[config.mk]
export PLATFORM = sky130hd
export DESIGN_NAME = encoder_speed_weighted_average
export DESIGN_NICKNAME = d
export VERILOG_FILES = /design/src/rtl/core/ewa_pkg.sv /design/src/rtl/core/encoder_speed_weighted_average.sv /design/src/rtl/core/ewa_cell.sv /design/src/rtl/core/ewa_recip.sv
export SDC_FILE = /design/constraint.sdc
export NUM_CORES = 1
export LEC_CHECK = 0
export BUFFER_PORTS_ARGS = -buffer_cell sky130_fd_sc_hd__buf_2
export CAP_MARGIN = 10
export CELL_PAD_IN_SITES_DETAIL_PLACEMENT = 1
export CELL_PAD_IN_SITES_GLOBAL_PLACEMENT = 2
export CORE_ASPECT_RATIO = 1.1
export CORE_MARGIN = 2
export CORE_UTILIZATION = 45
export DETAILED_ROUTE_END_ITERATION = 8
export PLACE_DENSITY = 0.95
export SLEW_MARGIN = 5
export SYNTH_ARGS = -nofsm -noshare
export SYNTH_HDL_FRONTEND = slang
export SYNTH_HIERARCHICAL = 1
export SYNTH_SLANG_ARGS = --single-unit
[constraint.sdc]
create_clock -name i_clk -period 11 [get_ports i_clk]
set_clock_uncertainty 0.2 [all_clocks]
set_input_delay 2.2 -clock i_clk [delete_from_list [all_inputs] [get_ports i_clk]]
set_output_delay 2.2 -clock i_clk [all_outputs]
set_load 0.1 [all_outputs]
[src/rtl/core/ewa_pkg.sv]
package ewa_pkg;

    localparam int HIST_DEPTH  = 5;
    localparam int COUNT_W     = 16;
    localparam int WEIGHT_W    = 3;
    localparam int PROD_W      = 19;
    localparam int SUM_W       = 21;
    localparam int MAG_W       = 20;
    localparam int SPEED_W     = 13;
    localparam int PERIOD_W    = 8;
    localparam int DIVISOR     = 210;
    localparam int RECIP_SHIFT = 28;
    localparam int RECIP_MULT  = ((2 ** RECIP_SHIFT) + DIVISOR - 1) / DIVISOR;
    localparam int RECIP_W     = 21;
    localparam int RPROD_W     = MAG_W + RECIP_W;

    // Per-stage control that travels with each word
    typedef struct packed {
        logic valid;
        logic taken;
    } t_ctl;

    // Weight of the cell at age k: newest gets HIST_DEPTH + 1
    function automatic logic [WEIGHT_W-1:0] f_weight(input int k);
        return WEIGHT_W'(HIST_DEPTH + 1 - k);
    endfunction

endpackage

[src/rtl/core/encoder_speed_weighted_average.sv]
// Channel   Dir  Handshake                          Word
// s_axis    in   i_s_axis_tvalid / o_s_axis_tready  tdata[15:0] encoder_count
// m_axis    out  o_m_axis_tvalid / i_m_axis_tready  tdata[12:0] speed, tuser sample_taken
// cfg       in   i_cfg_valid / o_cfg_ready          i_cfg_data sample_period
//
// One word in and one word out per cycle unless m_axis stalls; the stages are
// counter and cell row, weighted sum, reciprocal multiply, output register.
// Reset (synchronous, active low) clears the cell row, the tick counter and
// the held speed, and sets sample_period to 1.
// A stall on m_axis freezes the whole pipe; s_axis stays ready as long as the
// output register is empty or being drained.
module encoder_speed_weighted_average (
    input  logic        i_clk,
    input  logic        i_rst_n,
    input  logic        i_s_axis_tvalid,
    output logic        o_s_axis_tready,
    input  logic [15:0] i_s_axis_tdata,   // [15:0] encoder_count
    output logic        o_m_axis_tvalid,
    input  logic        i_m_axis_tready,
    output logic [15:0] o_m_axis_tdata,   // [12:0] speed, [15:13] zero
    output logic        o_m_axis_tuser,   // [0] sample_taken
    input  logic        i_cfg_valid,
    output logic        o_cfg_ready,
    input  logic [7:0]  i_cfg_data        // sample_period
);
    import ewa_pkg::*;

    logic                       w_adv;
    logic                       w_accept;
    logic                       w_take;
    logic                       w_shift;

    logic [PERIOD_W-1:0]        r_period;
    logic [PERIOD_W-1:0]        r_tick;
    logic [PERIOD_W-1:0]        n_tick;

    t_ctl                       r_s0;
    t_ctl                       r_s1;
    t_ctl                       r_s2;
    t_ctl                       r_out;
    logic signed [SUM_W-1:0]    r_sum;
    logic signed [SUM_W-1:0]    n_sum;
    logic signed [SPEED_W-1:0]  w_quot;
    logic signed [SPEED_W-1:0]  r_held;
    logic signed [SPEED_W-1:0]  n_held;
    logic signed [SPEED_W-1:0]  r_speed;

    logic signed [COUNT_W-1:0]  w_chain [HIST_DEPTH+1];
    logic signed [PROD_W-1:0]   w_prod  [HIST_DEPTH];

    // Whole pipe advances together whenever the output register can move
    assign w_adv           = !r_out.valid || i_m_axis_tready;
    assign o_s_axis_tready = w_adv;
    assign w_accept        = i_s_axis_tvalid && w_adv;
    assign o_cfg_ready     = 1'b1;

    // Sample tick: counter matches the period before it advances
    assign w_take  = (r_tick == r_period);
    assign w_shift = w_accept && w_take;
    assign n_tick  = w_take ? PERIOD_W'(1) : r_tick + PERIOD_W'(1);

    always_ff @(posedge i_clk) begin
        if (!i_rst_n) begin
            r_period <= PERIOD_W'(1);
            r_tick   <= '0;
        end else begin
            if (i_cfg_valid) begin
                r_period <= i_cfg_data;
            end
            if (w_accept) begin
                r_tick <= n_tick;
            end
        end
    end

    // Row of history cells: cell 0 holds the newest sample
    assign w_chain[0] = $signed(i_s_axis_tdata);

    for (genvar g = 0; g < HIST_DEPTH; g++) begin : g_cell
        ewa_cell u_cell (
            .i_clk    (i_clk),
            .i_rst_n  (i_rst_n),
            .i_shift  (w_shift),
            .i_sample (w_chain[g]),
            .i_weight (f_weight(g)),
            .o_sample (w_chain[g+1]),
            .o_prod   (w_prod[g])
        );
    end

    // Sum the weighted cell outputs; the row is settled for the word in stage 0
    always_comb begin
        n_sum = '0;
        for (int k = 0; k < HIST_DEPTH; k++) begin
            n_sum = n_sum + SUM_W'(w_prod[k]);
        end
    end

    ewa_recip u_recip (
        .i_clk  (i_clk),
        .i_en   (w_adv),
        .i_sum  (r_sum),
        .o_quot (w_quot)
    );

    // Update the held speed only when a sample word leaves stage 2
    assign n_held = r_s2.taken ? w_quot : r_held;

    always_ff @(posedge i_clk) begin
        if (!i_rst_n) begin
            r_s0   <= '0;
            r_s1   <= '0;
            r_s2   <= '0;
            r_out  <= '0;
            r_held <= '0;
        end else if (w_adv) begin
            r_s0.valid <= w_accept;
            r_s0.taken <= w_shift;
            r_s1       <= r_s0;
            r_s2       <= r_s1;
            r_out      <= r_s2;
            if (r_s2.valid) begin
                r_held <= n_held;
            end
        end
    end

    always_ff @(posedge i_clk) begin
        if (w_adv) begin
            r_sum   <= n_sum;
            r_speed <= n_held;
        end
    end

    assign o_m_axis_tvalid = r_out.valid;
    assign o_m_axis_tuser  = r_out.taken;
    assign o_m_axis_tdata  = {{(16-SPEED_W){1'b0}}, r_speed};

endmodule

[src/rtl/core/ewa_cell.sv]
module ewa_cell (
    input  logic                                 i_clk,
    input  logic                                 i_rst_n,
    input  logic                                 i_shift,
    input  logic signed [ewa_pkg::COUNT_W-1:0]   i_sample,
    input  logic        [ewa_pkg::WEIGHT_W-1:0]  i_weight,
    output logic signed [ewa_pkg::COUNT_W-1:0]   o_sample,
    output logic signed [ewa_pkg::PROD_W-1:0]    o_prod
);
    import ewa_pkg::*;

    logic signed [COUNT_W-1:0] r_sample;
    logic signed [COUNT_W-1:0] n_sample;
    logic signed [PROD_W-1:0]  w_sext;
    logic signed [PROD_W-1:0]  w_wext;

    // Take the neighbor's sample on a shift, otherwise hold
    assign n_sample = i_shift ? i_sample : r_sample;

    always_ff @(posedge i_clk) begin
        if (!i_rst_n) begin
            r_sample <= '0;
        end else begin
            r_sample <= n_sample;
        end
    end

    assign w_sext   = PROD_W'(r_sample);
    assign w_wext   = $signed({{(PROD_W-WEIGHT_W){1'b0}}, i_weight});
    assign o_prod   = w_sext * w_wext;
    assign o_sample = r_sample;

endmodule

[src/rtl/core/ewa_recip.sv]
module ewa_recip (
    input  logic                                i_clk,
    input  logic                                i_en,
    input  logic signed [ewa_pkg::SUM_W-1:0]    i_sum,
    output logic signed [ewa_pkg::SPEED_W-1:0]  o_quot
);
    import ewa_pkg::*;

    logic [RPROD_W-1:0] r_prod;
    logic [RPROD_W-1:0] n_prod;
    logic               r_neg;
    logic [SUM_W-1:0]   w_abs;
    logic [SPEED_W-1:0] w_mag_q;

    // Divide the magnitude by multiplying with the rounded-up reciprocal
    assign w_abs  = i_sum[SUM_W-1] ? SUM_W'(-i_sum) : SUM_W'(i_sum);
    assign n_prod = RPROD_W'(w_abs[MAG_W-1:0]) * RPROD_W'(RECIP_MULT);

    always_ff @(posedge i_clk) begin
        if (i_en) begin
            r_prod <= n_prod;
            r_neg  <= i_sum[SUM_W-1];
        end
    end

    // Restore the sign: truncation toward zero
    assign w_mag_q = r_prod[RECIP_SHIFT +: SPEED_W];
    assign o_quot  = r_neg ? $signed(-w_mag_q) : $signed(w_mag_q);

endmodule

==> impl_metrics.py <==
metrics = {
    "outcome": {
        "outcome": "completed",
    },
    "layout": {
        "area_delta_synth_final_pct": 7.916,
        "mostFrequentLayoutCell": "inv_1",
        "diodes": 0,
        "final_area_sq_um": 26240,
        "nets": 3523,
        "finish.utilization_pct": 48.98,
        "drive_gt1_share_pct": 4.957,
        "final_cell_mix": "661 x inv_1, 376 x ha_1, 226 x fa_1",
        "final_cell_count_no_fill": 3633,
    },
    "pwr": {
        "p_clk_share_pct": 24.4,
        "p_sw_mw": 1.192,
        "vdd_drop_max_mv": 0.1283,
        "leakagePower_nw": 13.59,
        "p_comb_share_pct": 49.3,
        "power_density_nw_per_um2": 102.6,
        "pwr-share-seq_pct": 26.3,
        "p_int_mw": 1.498,
        "power.total_mw": 2.691,
        "netSwitchingFraction_pct": 44.32,
    },
    "die": {
        "core_sq_um": 53560,
        "initial_utilization_pct": 45.39,
        "chipHeight_um": 247.8,
        "die_x_um": 225.6,
        "io_pins": 49,
        "die_area_sq_um": 55900,
        "std_cell_rows": 89,
    },
    "yosys": {
        "ys_ff_latch": 165,
        "post_synth_mux_area_share_pct": 4.848,
        "synth_top_family_by_area": "adder cells",
        "synthFlopType": "dfxtp_1",
        "synth_edf_count": 48,
        "synth_area_sq_um": 24310,
        "synth_compound_area_share_pct": 10.33,
        "synth-xor-area-share_pct": 5.476,
        "seq_area_frac_synth_pct": 15.56,
        "syn_area_per_cell_sq_um": 8.751,
        "synthArstFlopShare_pct": 0,
        "synthCells": 2778,
        "synthSimpleGateAreaFrac_pct": 14.37,
        "ys_types": 78,
        "synthAdderAreaFrac_pct": 37.96,
        "yosysWarnings": 6,
    },
    "placed_design": {
        "place_area_sq_um": 25590,
        "dpl.hpwl_mm": 53.52,
        "place_ws_ns": 2.861,
        "port_buffers": 44,
        "dp_cells": 3601,
        "gp_congestion": 0.9043,
    },
    "grt": {
        "track_usage_pct": 23.78,
        "antenna_found_initial": 0,
        "grt_pass1_vias": 20430,
        "grt_pass1_wl_mm": 104.4,
        "grt_max_degree": 112,
        "grt.overflow.total": 0,
    },
    "timing": {
        "tightest_slew_ns": 1.083,
        "setup_viol": 0,
        "fin_ws_ns": 2.878,
        "fin_crit_sh_pct": 73.84,
        "hold_viol": 0,
        "whs_ns": 0.2730,
        "timing.fmax_mhz": 123.1,
        "slew_headroom_pct": 27.83,
        "rsz0062_at_grt": "false",
        "fin_crit_ns": 8.122,
        "fin_tns_setup_ns": 0,
        "final-max-slew-violation-count": 0,
    },
    "worst_setup_path": {
        "worstSetupPathType": "flip-flop to flip-flop",
        "end_kind": "flip-flop",
        "worst_setup_path_start_kind": "flip-flop",
        "cp.arrival_ns": 8.13,
        "rr_worst_depth": 21,
        "crit_required_ns": 11.01,
        "worst-path-max-fanout": 9,
    },
    "drt": {
        "wl_per_cell_um": 17.51,
        "drt_first_pass_iters": 4,
        "drt_iter0_drc": 598,
        "drc": 0,
        "drt_wl_total_mm": 63.60,
        "ant_nets": 0,
        "viasPerCell": 5.085,
        "vias": 18480,
    },
    "cts": {
        "cts.sinks": 165,
        "clkLatencyLatePin_ns": 0.49,
        "ctsLongestPathBuffers": 2,
        "cts_root_buf": "clkbuf_16",
        "cts_tree": "built",
        "htreeDepth": 4,
        "cts_hold_buf": 0,
        "clk_pin_slew_ns": 0.08,
        "numCtsBuffers": 17,
        "cts-resized-gates": 0,
        "post-cts-setup-buffer-count": 0,
    },
    "min_path": {
        "hold_depth": 2,
        "min_path_type": "flip-flop to flip-flop",
    },
    "flow_run": {
        "maxCapViolCount": 0,
    },
}
critical path, stage by stage, from the launching register on:
cell and delay [ns]:
edfxtp_1 0.73, inv_1 0.28, ha_1 0.32, nand3_1 0.13, o21ai_0 0.20, xnor2_1 0.73, fa_1 0.56, ha_1 0.35
fa_1 0.54, fa_1 0.44, fa_1 0.49, inv_1 0.05, fa_1 0.48, inv_1 0.04, ha_1 0.27, ha_1 0.34
a21oi_1 0.31, o21ai_0 0.19, nor3b_1 0.25, a31oi_1 0.20, a221oi_1 0.57, o211ai_1 0.18
cells by family (layout without fill, tap and decap cells):
kind of cell    after synthesis  count (layout)
buf+inv                     723             743
simple gates                656             656
fa+ha+maj                   602             602
compound gates              362             362
flops                       165             165
xor+xnor                    152             152
mux                         116             116
other cells                   2             109
power groups by stage:
| stage | clock (mW) | sequential (mW) | combinational (mW) |
|---|---|---|---|
| 5_1_grt | 0.696 | 0.712 | 1.50 |
| 3_5_place_dp | 0 | 0.721 | 1.31 |
| 3_3_place_gp | 0 | 0.718 | 1.26 |
| 4_1_cts | 0.680 | 0.708 | 1.33 |
| 6_report | 0.656 | 0.709 | 1.33 |
| 2_1_floorplan | 0 | 0.711 | 0.948 |
synth_stat cells, types with 12 or more instances:
master | count | share of area (%)
xnor2_1 | 86 | 3.1
o211ai_1 | 13 | 0.40
a21o_1 | 27 | 0.83
a21oi_1 | 116 | 2.4
nor2b_1 | 104 | 2.7
buf_2 | 14 | 0.29
edfxtp_1 | 48 | 5.9
nand4_1 | 22 | 0.57
fa_1 | 226 | 19
nand2b_1 | 12 | 0.31
o21ai_0 | 57 | 1.2
inv_1 | 662 | 10
ha_1 | 376 | 19
mux2_2 | 14 | 0.65
and2_1 | 181 | 4.7
dfxtp_1 | 117 | 9.6
o31ai_1 | 12 | 0.37
clkbuf_1 | 32 | 0.49
xor2_1 | 66 | 2.4
mux2i_1 | 102 | 4.2
nor3_1 | 17 | 0.35
nand2_1 | 170 | 2.6
nor2_1 | 72 | 1.1
nand3_1 | 35 | 0.72
a211oi_1 | 13 | 0.40
layout make-up:
type	instances	area (sq um)
clock inverters	15	216.5
fillers	6446	27330
well taps	728	910.9
clock buffers	17	425.4
repair buffers	48	250.2
flip-flops and latches	165	3784
multi-input cells	1997	18150
inverters	663	2494
path summary, 6_finish.rpt:
| check | from | slack (ns) | end |
|---|---|---|---|
| worst max-delay path | r_sum[0]$_DFFE_PN_ | 2.88 | u_recip/r_prod[40]$_DFFE_PP_ |
| worst min-delay path | o_m_axis_tuser$_SDFFE_PN0N_ | 0.27 | o_m_axis_tuser$_SDFFE_PN0N_ |
| worst max register to register | r_sum[0]$_DFFE_PN_ | 2.88 | u_recip/r_prod[40]$_DFFE_PP_ |
| worst min register to register | o_m_axis_tuser$_SDFFE_PN0N_ | 0.27 | o_m_axis_tuser$_SDFFE_PN0N_ |
state kept, by name, summed over array words and instances (netlist names), 2 cells and up:
| signal | count |
|---|---|
| r_s0 | 2 |
| r_sum | 21 |
| u_recip/r_prod | 13 |
| r_tick | 8 |
| r_s1 | 2 |
| r_period | 8 |
| r_held | 13 |
| r_s2 | 2 |
| g_cell.u_cell/o_sample | 80 |
| r_speed | 13 |
routing by layer:
metal	track usage [%]	vias to the layer above	share of wire (%)
li1	-	9002	-
met3	2.770	117	1.5
met1	25.82	9169	40
met4	10.89	0	4.5
met5	0	-	0
met2	45.91	187	54
(Power assumes the default switching activity.)
